File: src/hw/rtl/pid_with_filtered_derivative_top_assert.svh
// assertion macros shared by the pid block modules
`ifndef PID_WITH_FILTERED_DERIVATIVE_TOP_ASSERT_SVH
`define PID_WITH_FILTERED_DERIVATIVE_TOP_ASSERT_SVH

// same-cycle implication
`define PIDFD_ASSERT_IMPLY(label, clk, rst, ante, cons) \
   label: assert property (@(posedge clk) disable iff (rst) (ante) |-> (cons)) \
      else $error("pidfd same-cycle check failed");

// next-cycle implication
`define PIDFD_ASSERT_NEXT(label, clk, rst, ante, cons) \
   label: assert property (@(posedge clk) disable iff (rst) (ante) |=> (cons)) \
      else $error("pidfd next-cycle check failed");

`endif

File: src/hw/rtl/pidfd_pkg.sv
// shared types and constants of the pid block
`default_nettype none

package pidfd_pkg;

   localparam int unsigned DATA_W   = 32;
   localparam int unsigned GAIN_W   = 31;
   localparam int unsigned ALPHA_W  = 17;
   localparam int unsigned CSR_IDX_W = 3;

   // register indexes
   localparam logic [CSR_IDX_W-1:0] REG_PROP_GAIN     = 3'd0;
   localparam logic [CSR_IDX_W-1:0] REG_INTEG_GAIN    = 3'd1;
   localparam logic [CSR_IDX_W-1:0] REG_DERIV_GAIN    = 3'd2;
   localparam logic [CSR_IDX_W-1:0] REG_FILTER_ALPHA  = 3'd3;
   localparam logic [CSR_IDX_W-1:0] REG_INTEG_BAND    = 3'd4;
   localparam logic [CSR_IDX_W-1:0] REG_INTEG_LIMIT   = 3'd5;
   localparam logic [CSR_IDX_W-1:0] REG_OUTPUT_CAP    = 3'd6;
   localparam logic [CSR_IDX_W-1:0] REG_SAMPLE_PERIOD = 3'd7;

   // register reset values
   localparam logic [GAIN_W-1:0]  RST_PROP_GAIN     = 31'd65536;
   localparam logic [GAIN_W-1:0]  RST_INTEG_GAIN    = 31'd0;
   localparam logic [GAIN_W-1:0]  RST_DERIV_GAIN    = 31'd0;
   localparam logic [ALPHA_W-1:0] RST_FILTER_ALPHA  = 17'd65536;
   localparam logic [GAIN_W-1:0]  RST_INTEG_BAND    = 31'h7FFF_FFFF;
   localparam logic [GAIN_W-1:0]  RST_INTEG_LIMIT   = 31'd65536;
   localparam logic [GAIN_W-1:0]  RST_OUTPUT_CAP    = 31'd65536;
   localparam logic [GAIN_W-1:0]  RST_SAMPLE_PERIOD = 31'd655;

   localparam logic [ALPHA_W-1:0] ALPHA_ONE = 17'd65536;

   // datapath operations, one per sequencer step
   typedef enum logic [3:0] {
      OP_NOP,
      OP_FILT_A,
      OP_FILT_B,
      OP_FILT_SUM,
      OP_PROP,
      OP_DERIV,
      OP_INTEG_CHK,
      OP_DT,
      OP_INTEG_UPD
   } op_type;

   typedef struct packed {
      logic   load;
      op_type op;
      logic   out_load;
   } cmd_type;

endpackage

`default_nettype wire

File: src/hw/rtl/pidfd_datapath.sv
// pid datapath: config registers, shared multiplier, state and result registers
`default_nettype none

module pidfd_datapath
   import pidfd_pkg::*;
(
   input  logic                        clock,
   input  logic                        reset,
   input  cmd_type                     cmd,
   input  logic                        csr_we,
   input  logic [CSR_IDX_W-1:0]        csr_index,
   input  logic [GAIN_W-1:0]           csr_wdata,
   input  logic signed [DATA_W-1:0]    req_error_now,
   input  logic signed [DATA_W-1:0]    req_error_before,
   input  logic                        req_before_valid,
   input  logic signed [DATA_W-1:0]    req_deriv_raw,
   output logic signed [DATA_W-1:0]    rsp_drive,
   output logic signed [DATA_W-1:0]    rsp_p_part,
   output logic signed [DATA_W-1:0]    rsp_i_part,
   output logic signed [DATA_W-1:0]    rsp_d_part
);

   // keep bits [47:16] of a product, saturating to 32 bits
   function automatic logic signed [31:0] sat_q16(input logic signed [64:0] p);
      logic [17:0] hi;
      hi = p[64:47];
      if ((&hi) || !(|hi)) begin
         return p[47:16];
      end else if (p[64]) begin
         return 32'sh8000_0000;
      end else begin
         return 32'sh7FFF_FFFF;
      end
   endfunction

   function automatic logic signed [31:0] clamp_mag(input logic signed [33:0] x,
                                                    input logic [30:0] m);
      logic signed [33:0] mp;
      logic signed [33:0] mn;
      mp = {3'b000, m};
      mn = -mp;
      if (x > mp) begin
         return mp[31:0];
      end else if (x < mn) begin
         return mn[31:0];
      end else begin
         return x[31:0];
      end
   endfunction

   logic [GAIN_W-1:0]  kp_ff, ki_ff, kd_ff, band_ff, lim_ff, cap_ff, dt_ff;
   logic [ALPHA_W-1:0] alpha_ff;

   logic signed [DATA_W-1:0] e_ff, draw_ff;
   logic signed [DATA_W-1:0] fd_ff, integ_ff;
   logic signed [DATA_W-1:0] up_ff, ud_ff, kie_ff;
   logic                     en_ff;
   logic signed [64:0]       prod_ff, acc_ff;

   logic signed [DATA_W-1:0] drive_ff, p_part_ff, i_part_ff, d_part_ff;

   logic [ALPHA_W-1:0] a_eff, a_rest;
   logic signed [32:0] mul_a;
   logic signed [31:0] mul_b;
   logic signed [64:0] product;
   logic signed [64:0] filt_sum;
   logic signed [33:0] uraw, isum, usum;
   logic [33:0]        absraw;
   logic signed [32:0] e_ext;
   logic [32:0]        abse;
   logic               saturating, crossed;
   logic signed [DATA_W-1:0] inc;
   logic signed [32:0] cap_pos, cap_neg, lim_pos, lim_neg;

   // configuration registers
   always_ff @(posedge clock) begin
      if (reset) begin
         kp_ff    <= RST_PROP_GAIN;
         ki_ff    <= RST_INTEG_GAIN;
         kd_ff    <= RST_DERIV_GAIN;
         alpha_ff <= RST_FILTER_ALPHA;
         band_ff  <= RST_INTEG_BAND;
         lim_ff   <= RST_INTEG_LIMIT;
         cap_ff   <= RST_OUTPUT_CAP;
         dt_ff    <= RST_SAMPLE_PERIOD;
      end else if (csr_we) begin
         unique case (csr_index)
            REG_PROP_GAIN:     kp_ff    <= csr_wdata;
            REG_INTEG_GAIN:    ki_ff    <= csr_wdata;
            REG_DERIV_GAIN:    kd_ff    <= csr_wdata;
            REG_FILTER_ALPHA:  alpha_ff <= csr_wdata[ALPHA_W-1:0];
            REG_INTEG_BAND:    band_ff  <= csr_wdata;
            REG_INTEG_LIMIT:   lim_ff   <= csr_wdata;
            REG_OUTPUT_CAP:    cap_ff   <= csr_wdata;
            REG_SAMPLE_PERIOD: dt_ff    <= csr_wdata;
            default: ;
         endcase
      end
   end

   assign a_eff  = (alpha_ff > ALPHA_ONE) ? ALPHA_ONE : alpha_ff;
   assign a_rest = ALPHA_ONE - a_eff;

   // operand select for the one shared multiplier
   always_comb begin
      mul_a = '0;
      mul_b = '0;
      case (cmd.op)
         OP_FILT_A: begin
            mul_a = {16'b0, a_eff};
            mul_b = draw_ff;
         end
         OP_FILT_B: begin
            mul_a = {16'b0, a_rest};
            mul_b = fd_ff;
         end
         OP_FILT_SUM: begin
            mul_a = {2'b00, kp_ff};
            mul_b = e_ff;
         end
         OP_PROP: begin
            mul_a = {2'b00, kd_ff};
            mul_b = fd_ff;
         end
         OP_DERIV: begin
            mul_a = {2'b00, ki_ff};
            mul_b = e_ff;
         end
         OP_DT: begin
            mul_a = {2'b00, dt_ff};
            mul_b = kie_ff;
         end
         default: ;
      endcase
   end

   assign product  = mul_a * mul_b;
   assign filt_sum = acc_ff + prod_ff;

   assign uraw   = {{2{up_ff[31]}}, up_ff} + {{2{integ_ff[31]}}, integ_ff}
                 + {{2{ud_ff[31]}}, ud_ff};
   assign absraw = uraw[33] ? 34'(-uraw) : 34'(uraw);
   assign e_ext  = {e_ff[31], e_ff};
   assign abse   = e_ext[32] ? 33'(-e_ext) : 33'(e_ext);

   // output already pushing in the direction of the error
   assign saturating = (absraw >= {3'b000, cap_ff}) && (e_ff != '0)
                     && ((e_ff[31] && uraw[33])
                         || (!e_ff[31] && !uraw[33] && (uraw != '0)));

   assign inc  = sat_q16(prod_ff);
   assign isum = {{2{integ_ff[31]}}, integ_ff} + {{2{inc[31]}}, inc};
   assign usum = {{2{up_ff[31]}}, up_ff} + {{2{integ_ff[31]}}, integ_ff}
               + {{2{ud_ff[31]}}, ud_ff};

   assign crossed = req_before_valid && (req_error_now != '0) && (req_error_before != '0)
                  && (req_error_now[31] != req_error_before[31]);

   assign cap_pos = {2'b00, cap_ff};
   assign cap_neg = -cap_pos;
   assign lim_pos = {2'b00, lim_ff};
   assign lim_neg = -lim_pos;

   // controller state: filtered derivative and integrator
   always_ff @(posedge clock) begin
      if (reset) begin
         fd_ff    <= '0;
         integ_ff <= '0;
      end else begin
         if (cmd.load && crossed) begin
            integ_ff <= '0;
         end else if ((cmd.op == OP_INTEG_UPD) && en_ff) begin
            integ_ff <= clamp_mag(isum, lim_ff);
         end
         if (cmd.op == OP_FILT_SUM) begin
            fd_ff <= filt_sum[47:16];
         end
      end
   end

   // working registers
   always_ff @(posedge clock) begin
      prod_ff <= product;
      if (cmd.load) begin
         e_ff    <= req_error_now;
         draw_ff <= req_deriv_raw;
      end
      case (cmd.op)
         OP_FILT_B:    acc_ff <= prod_ff;
         OP_PROP:      up_ff  <= sat_q16(prod_ff);
         OP_DERIV:     ud_ff  <= sat_q16(prod_ff);
         OP_INTEG_CHK: begin
            kie_ff <= sat_q16(prod_ff);
            en_ff  <= (abse <= {2'b00, band_ff}) && !saturating;
         end
         default: ;
      endcase
      if (cmd.out_load) begin
         drive_ff  <= clamp_mag(usum, cap_ff);
         p_part_ff <= up_ff;
         i_part_ff <= integ_ff;
         d_part_ff <= ud_ff;
      end
   end

   assign rsp_drive  = drive_ff;
   assign rsp_p_part = p_part_ff;
   assign rsp_i_part = i_part_ff;
   assign rsp_d_part = d_part_ff;

`include "pid_with_filtered_derivative_top_assert.svh"

   `PIDFD_ASSERT_NEXT(a_integ_in_limit, clock, reset, (cmd.op == OP_INTEG_UPD) && en_ff, ($signed({integ_ff[31], integ_ff}) <= lim_pos) && ($signed({integ_ff[31], integ_ff}) >= lim_neg))
   `PIDFD_ASSERT_NEXT(a_drive_in_cap, clock, reset, cmd.out_load, ($signed({drive_ff[31], drive_ff}) <= cap_pos) && ($signed({drive_ff[31], drive_ff}) >= cap_neg))

endmodule

`default_nettype wire

File: src/hw/rtl/pidfd_ctrl.sv
// pid sequencer: steps the datapath through one transaction and owns the handshakes
`default_nettype none

module pidfd_ctrl
   import pidfd_pkg::*;
(
   input  logic    clock,
   input  logic    reset,
   input  logic    req_valid,
   output logic    req_stall,
   output logic    rsp_valid,
   input  logic    rsp_stall,
   output cmd_type cmd
);

   typedef enum logic [9:0] {
      ST_IDLE      = 10'b00_0000_0001,
      ST_FILT_A    = 10'b00_0000_0010,
      ST_FILT_B    = 10'b00_0000_0100,
      ST_FILT_SUM  = 10'b00_0000_1000,
      ST_PROP      = 10'b00_0001_0000,
      ST_DERIV     = 10'b00_0010_0000,
      ST_INTEG_CHK = 10'b00_0100_0000,
      ST_DT        = 10'b00_1000_0000,
      ST_INTEG_UPD = 10'b01_0000_0000,
      ST_OUT       = 10'b10_0000_0000
   } state_type;

   state_type state_ff, state_in;
   logic      rsp_valid_ff, rsp_valid_in;
   logic      out_free;

   // output register can take a new result
   assign out_free = !rsp_valid_ff || !rsp_stall;

   always_comb begin
      state_in     = state_ff;
      cmd.load     = 1'b0;
      cmd.op       = OP_NOP;
      cmd.out_load = 1'b0;
      unique case (state_ff)
         ST_IDLE: begin
            if (req_valid) begin
               cmd.load = 1'b1;
               state_in = ST_FILT_A;
            end
         end
         ST_FILT_A: begin
            cmd.op   = OP_FILT_A;
            state_in = ST_FILT_B;
         end
         ST_FILT_B: begin
            cmd.op   = OP_FILT_B;
            state_in = ST_FILT_SUM;
         end
         ST_FILT_SUM: begin
            cmd.op   = OP_FILT_SUM;
            state_in = ST_PROP;
         end
         ST_PROP: begin
            cmd.op   = OP_PROP;
            state_in = ST_DERIV;
         end
         ST_DERIV: begin
            cmd.op   = OP_DERIV;
            state_in = ST_INTEG_CHK;
         end
         ST_INTEG_CHK: begin
            cmd.op   = OP_INTEG_CHK;
            state_in = ST_DT;
         end
         ST_DT: begin
            cmd.op   = OP_DT;
            state_in = ST_INTEG_UPD;
         end
         ST_INTEG_UPD: begin
            cmd.op   = OP_INTEG_UPD;
            state_in = ST_OUT;
         end
         ST_OUT: begin
            if (out_free) begin
               cmd.out_load = 1'b1;
               state_in     = ST_IDLE;
            end
         end
         default: state_in = ST_IDLE;
      endcase
   end

   assign rsp_valid_in = cmd.out_load || (rsp_valid_ff && rsp_stall);

   always_ff @(posedge clock) begin
      if (reset) begin
         state_ff     <= ST_IDLE;
         rsp_valid_ff <= 1'b0;
      end else begin
         state_ff     <= state_in;
         rsp_valid_ff <= rsp_valid_in;
      end
   end

   assign req_stall = (state_ff != ST_IDLE);
   assign rsp_valid = rsp_valid_ff;

`include "pid_with_filtered_derivative_top_assert.svh"

   `PIDFD_ASSERT_NEXT(a_accept_starts, clock, reset, req_valid && !req_stall, state_ff == ST_FILT_A)
   `PIDFD_ASSERT_IMPLY(a_rsp_from_out, clock, reset, $rose(rsp_valid_ff), $past(state_ff) == ST_OUT)
   `PIDFD_ASSERT_NEXT(a_out_to_idle, clock, reset, cmd.out_load, rsp_valid_ff && (state_ff == ST_IDLE))

endmodule

`default_nettype wire

File: src/hw/rtl/pid_with_filtered_derivative_top.sv
// pid controller with filtered derivative and conditional integration, top level
//
//  channel | direction | handshake            | payload
//  req     | in        | req_valid/req_stall  | error_now, error_before, before_valid, deriv_raw
//  rsp     | out       | rsp_valid/rsp_stall  | drive, p_part, i_part, d_part
//  csr     | in        | csr_we               | csr_index, csr_wdata
//
//  a transaction runs from accept through the sequencer steps to rsp_valid; the next is taken only back in idle
//  the sequencer has nine steps around one shared 33x32 multiplier used six times
//  while a result waits in the output register the next transaction is already accepted
//  a stalled result holds the sequencer in its last step until the output register frees up
//  synchronous reset restores the register defaults and clears derivative and integrator
`default_nettype none

module pid_with_filtered_derivative_top
   import pidfd_pkg::*;
(
   input  logic                     clock,
   input  logic                     reset,
   input  logic                     req_valid,
   output logic                     req_stall,
   input  logic signed [DATA_W-1:0] req_error_now,
   input  logic signed [DATA_W-1:0] req_error_before,
   input  logic                     req_before_valid,
   input  logic signed [DATA_W-1:0] req_deriv_raw,
   output logic                     rsp_valid,
   input  logic                     rsp_stall,
   output logic signed [DATA_W-1:0] rsp_drive,
   output logic signed [DATA_W-1:0] rsp_p_part,
   output logic signed [DATA_W-1:0] rsp_i_part,
   output logic signed [DATA_W-1:0] rsp_d_part,
   input  logic                     csr_we,
   input  logic [CSR_IDX_W-1:0]     csr_index,
   input  logic [GAIN_W-1:0]        csr_wdata
);

   cmd_type cmd;

   pidfd_ctrl u_ctrl (
      .clock     (clock),
      .reset     (reset),
      .req_valid (req_valid),
      .req_stall (req_stall),
      .rsp_valid (rsp_valid),
      .rsp_stall (rsp_stall),
      .cmd       (cmd)
   );

   pidfd_datapath u_datapath (
      .clock            (clock),
      .reset            (reset),
      .cmd              (cmd),
      .csr_we           (csr_we),
      .csr_index        (csr_index),
      .csr_wdata        (csr_wdata),
      .req_error_now    (req_error_now),
      .req_error_before (req_error_before),
      .req_before_valid (req_before_valid),
      .req_deriv_raw    (req_deriv_raw),
      .rsp_drive        (rsp_drive),
      .rsp_p_part       (rsp_p_part),
      .rsp_i_part       (rsp_i_part),
      .rsp_d_part       (rsp_d_part)
   );

endmodule

`default_nettype wire
File: config.mk
export PLATFORM = sky130hd
export DESIGN_NAME = pid_with_filtered_derivative_top
export DESIGN_NICKNAME = d
export VERILOG_FILES = /design/src/hw/rtl/pidfd_pkg.sv /design/src/hw/rtl/pidfd_datapath.sv /design/src/hw/rtl/pidfd_ctrl.sv /design/src/hw/rtl/pid_with_filtered_derivative_top.sv
export VERILOG_INCLUDE_DIRS = /design/src /design/src/hw/rtl
export SDC_FILE = /design/constraint.sdc
export NUM_CORES = 2
export LEC_CHECK = 0
export ABC_AREA = 1
export BUFFER_PORTS_ARGS = -buffer_cell sky130_fd_sc_hd__buf_2
export CORE_UTILIZATION = 60
export CTS_BUF_LIST = sky130_fd_sc_hd__clkbuf_2 sky130_fd_sc_hd__clkbuf_4 sky130_fd_sc_hd__clkbuf_8
export CTS_CLUSTER_SIZE = 40
export DETAILED_ROUTE_END_ITERATION = 10
export PLACE_DENSITY = 0.8
export SETUP_SLACK_MARGIN = 0.3
export SYNTH_ARGS = -nofsm -noshare
export SYNTH_HDL_FRONTEND = slang
export SYNTH_SLANG_ARGS = --single-unit
File: constraint.sdc
create_clock -name clock -period 17.72 [get_ports clock]
set_input_delay 5.316 -clock clock [delete_from_list [all_inputs] [get_ports clock]]
set_output_delay 5.316 -clock clock [all_outputs]
set_load 0.005 [all_outputs]
==> metrics.csv <==
stage,metric,value,unit
status,outcome,finished clean,
setup_path,FF-to-FF End,u_datapath.prod_ff[62]$_DFF_P_,
timing,Max Clk Rate,89.09,MHz
global_routing,Tot GR Track Use,0.4262,
global_routing,pin count of the biggest net entering global routing,225,
hold_path,worst hold path depth,0,
setup_path,crit path max-delay cell type,clkinv_1,
clocking,CTS tree,built,
routing,drt drc,0,
setup_path,"most used cell, CP",fa_1,
synth,net count after synthesis,11180,
finish,"most common cell after layout, fill and taps aside",inv_1,
synth,Cell variety after synth,71,
power_and_ir_drop,worst vdd ir,72.42,µV
clocking,Worst-path clk slew,0.06,ns
place,IO Port Bufs,265,
synth,sequential share of the synthesized area,0.2312,
setup_path,R2R depth,36,
place,Final Wtd Congestion,1.023,
finish,# nets final,11330,
floorplanning,I/O pin total,266,
synth,Post-synth EDFFs,337,
power_and_ir_drop,P_int,2925,µW
power_and_ir_drop,Seq pwr share,0.418,
clocking,Skew-Pair Late Insertion Delay,0.91,ns
timing,PnR worst setup slack,6.495,ns
power_and_ir_drop,clock share of power,0.410,
hold_path,hold endpoint,u_datapath.acc_ff[5]$_DFFE_PP_,
floorplanning,die height,358.1,µm
timing,Final period util,0.6334,
clocking,clock sink count,710,
timing,worst rel slew slack,0.1999,
synth,top post-synthesis cells by area,"fa_1 (23%), edfxtp_1 (13%), ha_1 (10%)",
synth,Syn Std Cell Area,0.07607,mm²
floorplanning,Core Region,0.1257,mm²
finish,area grow syn2layout,7.364,%
synth,area share of the largest cell type after synthesis,0.2290,
floorplanning,site row count,130,
power_and_ir_drop,leakage power,0.04318,µW
timing,final hold slack,0.4350,ns
clocking,Post-CTS Setup Bufs,0,
setup_path,"Data required, critical path",18.50,ns
power_and_ir_drop,PD cells,52.66,mW/mm²
finish,"commonest cells after routing, fill and taps aside","inv_1 (2044), nand2_1 (1838), fa_1 (870)",
setup_path,crit path launch type,flip-flop,
timing,Setup Skew,0.05773,ns
synth,top_reg_cell synth,dfxtp_1,
hold_path,worst hold start,u_datapath.prod_ff[5]$_DFF_P_,
clocking,Clock Tree Buf Depth,3,
hold_path,worst hold path type,flip-flop to flip-flop,
finish,Layout Cells excl Fill,11460,
synth,Yosys reg bits,710,
place,detailed placer's ending HPWL,217900,µm
routing,Vias/cell,5.882,
timing,"Slew Viols, Final",0,
floorplanning,Initial Util,0.6050,
finish,share of cells above drive strength 1,0.08164,
place,dpl ws,6.786,ns
timing,fin crit period,11.22,ns
finish,final core occ,0.6495,
synth,"FFs w/ async S/R, synth",0,
synth,leading area contributor after synthesis,fa_1,
timing,Worst Max-Slew Pin Slew,1.199,ns
setup_path,WP data arrival,12.01,ns
place,placed insts,11210,
timing,RSZ-0062 raised after global routing,false,
setup_path,Crit Path Max Fanout,26,
setup_path,CP endpoint kind,flip-flop,
global_routing,GRT Residual Overflow,0,
global_routing,vias in the first global route,66320,
setup_path,r2r setup slk,6.50,ns
setup_path,Setup CP Type,flip-flop to flip-flop,
synth,Mapped Cells,9542,
power_and_ir_drop,NetSw,1375,µW
clocking,total CTS buffers,130,
timing,final setup fails,0,
floorplanning,Die Wd,358.1,µm
synth,"Avg Cell Area, Syn",7.972,µm²
power_and_ir_drop,Comb power frac,0.172,
timing,post-route setup TNS,0,ns
routing,Vias,67400,
power_and_ir_drop,Net Sw Frac,0.3197,
clocking,clock root cell,clkbuf_8,
synth,warnings from Yosys,0,
setup_path,"slowest stage delay, CP",1.02,ns
setup_path,RR Startpoint,u_ctrl.state_ff[9]$_SDFFE_PP0P_,
routing,DRT iter0 DRCs,7455,
floorplanning,die area,0.1282,mm²
routing,drt wl/cell,23.76,µm
timing,Final Hold Vio Count,0,
routing,Antenna Nets Post-Route,0,
global_routing,initial antenna violation count,22,
global_routing,first-pass GRT wire length,404000,µm
clocking,CTS resizes,0,
routing,Routed WL,272300,µm
run,# Max-Cap Violations,0,
clocking,H-tree Lvls,4,
clocking,CTS hold repair buffers,0,
routing,DRT Pass-1 Iters,7,
area by class of cell:
cell class | count | area [µm²]
Tap cell | 1650 | 2064
Multi-Input combinational cell | 6387 | 49120
Timing Repair Buffer | 370 | 2127
Inverter | 2097 | 7879
Clock buffer | 178 | 2237
Clock inverter | 57 | 626.9
Antenna cell | 10 | 25.02
Fill cell | 11010 | 44060
Sequential cell | 710 | 17590
critical path, delay by kind of cell, from the launching register on:
kind / cells / cell delay (ns)
flops: 1 / 0.35
buf+inv: 9 / 2.28
fa+ha+maj: 9 / 4.40
xor+xnor: 1 / 0.21
simple gates: 12 / 2.32
compound gates: 5 / 1.50
layer usage:
layer	vias up	global-route usage	wire [µm]
li1	30140	-	-
met1	32310	0.5327	100500
met2	3993	0.6609	120600
met3	940	0.1047	30480
met4	12	0.2739	20700
met5	-	0	85
cell usage after synthesis (all sizes together) (49+ instances only):
master  instances
nor3           75
clkbuf        182
nand3         222
nor2          803
buf           166
xor2          166
dfxtp         373
nand2        1880
a21oi         606
inv          2084
a31oi          49
fa            870
o21ai         526
nor4           59
o21a           52
edfxtp        337
xnor2          78
ha            632
o211ai         92
nand4          84
power groups by stage:
stage | registers, µW | logic, µW | clock network [µW]
floorplan | 1810 | 439 | 0
global placement | 1830 | 695 | 0
detailed placement | 1830 | 707 | 0
CTS | 1790 | 712 | 1770
global route | 1800 | 793 | 1840
finish | 1800 | 740 | 1760
sequential cells by signal, summed over array words and instances, names as in the netlist, 31 cells and up:
signal                 count
u_datapath.kd_ff          31
u_datapath.rsp_drive      32
u_datapath.kp_ff          31
u_datapath.ud_ff          32
u_datapath.draw_ff        32
u_datapath.band_ff        31
u_datapath.integ_ff       32
u_datapath.kie_ff         32
u_datapath.fd_ff          32
u_datapath.cap_ff         31
u_datapath.prod_ff        64
u_datapath.rsp_p_part     32
u_datapath.up_ff          32
u_datapath.rsp_d_part     32
u_datapath.acc_ff         48
u_datapath.e_ff           32
u_datapath.rsp_i_part     32
u_datapath.ki_ff          31
u_datapath.lim_ff         31
u_datapath.dt_ff          31
logic make-up after synthesis:
family	after synthesis	share of synthesized area
simple gates	3154	0.1708
buf+inv	2445	0.1244
compound gates	1486	0.1124
flops	710	0.2312
mux	1	0.0001316
xor+xnor	244	0.02819
fa+ha+maj	1502	0.3329
through the flow:
stage          instance area [µm²]  power (µW)
2_1_floorplan                76070        2253
3_3_place_gp                 78780        2524
3_5_place_dp                 78780        2535
4_1_cts                      81640        4279
5_1_grt                      81650        4432
6_report                     81670        4300
worst max path at each step:
stage,start,endpoint,slack [ns],depth (start not counted)
CTS,u_ctrl.state_ff[9]$_SDFFE_PP0P_,u_datapath.prod_ff[62]$_DFF_P_,6.73,36
global placement,u_ctrl.state_ff[9]$_SDFFE_PP0P_,u_datapath.prod_ff[62]$_DFF_P_,6.84,36
finish,u_ctrl.state_ff[9]$_SDFFE_PP0P_,u_datapath.prod_ff[62]$_DFF_P_,6.50,36
detailed placement,u_ctrl.state_ff[9]$_SDFFE_PP0P_,u_datapath.prod_ff[62]$_DFF_P_,6.79,36
global route,u_ctrl.state_ff[2]$_SDFFE_PP0P_,u_datapath.prod_ff[62]$_DFF_P_,6.11,38
floorplan,rsp_stall,u_datapath.rsp_d_part[0]$_DFFE_PP_,5.72,1
Note: power is estimated with default switching activity, not from simulation.
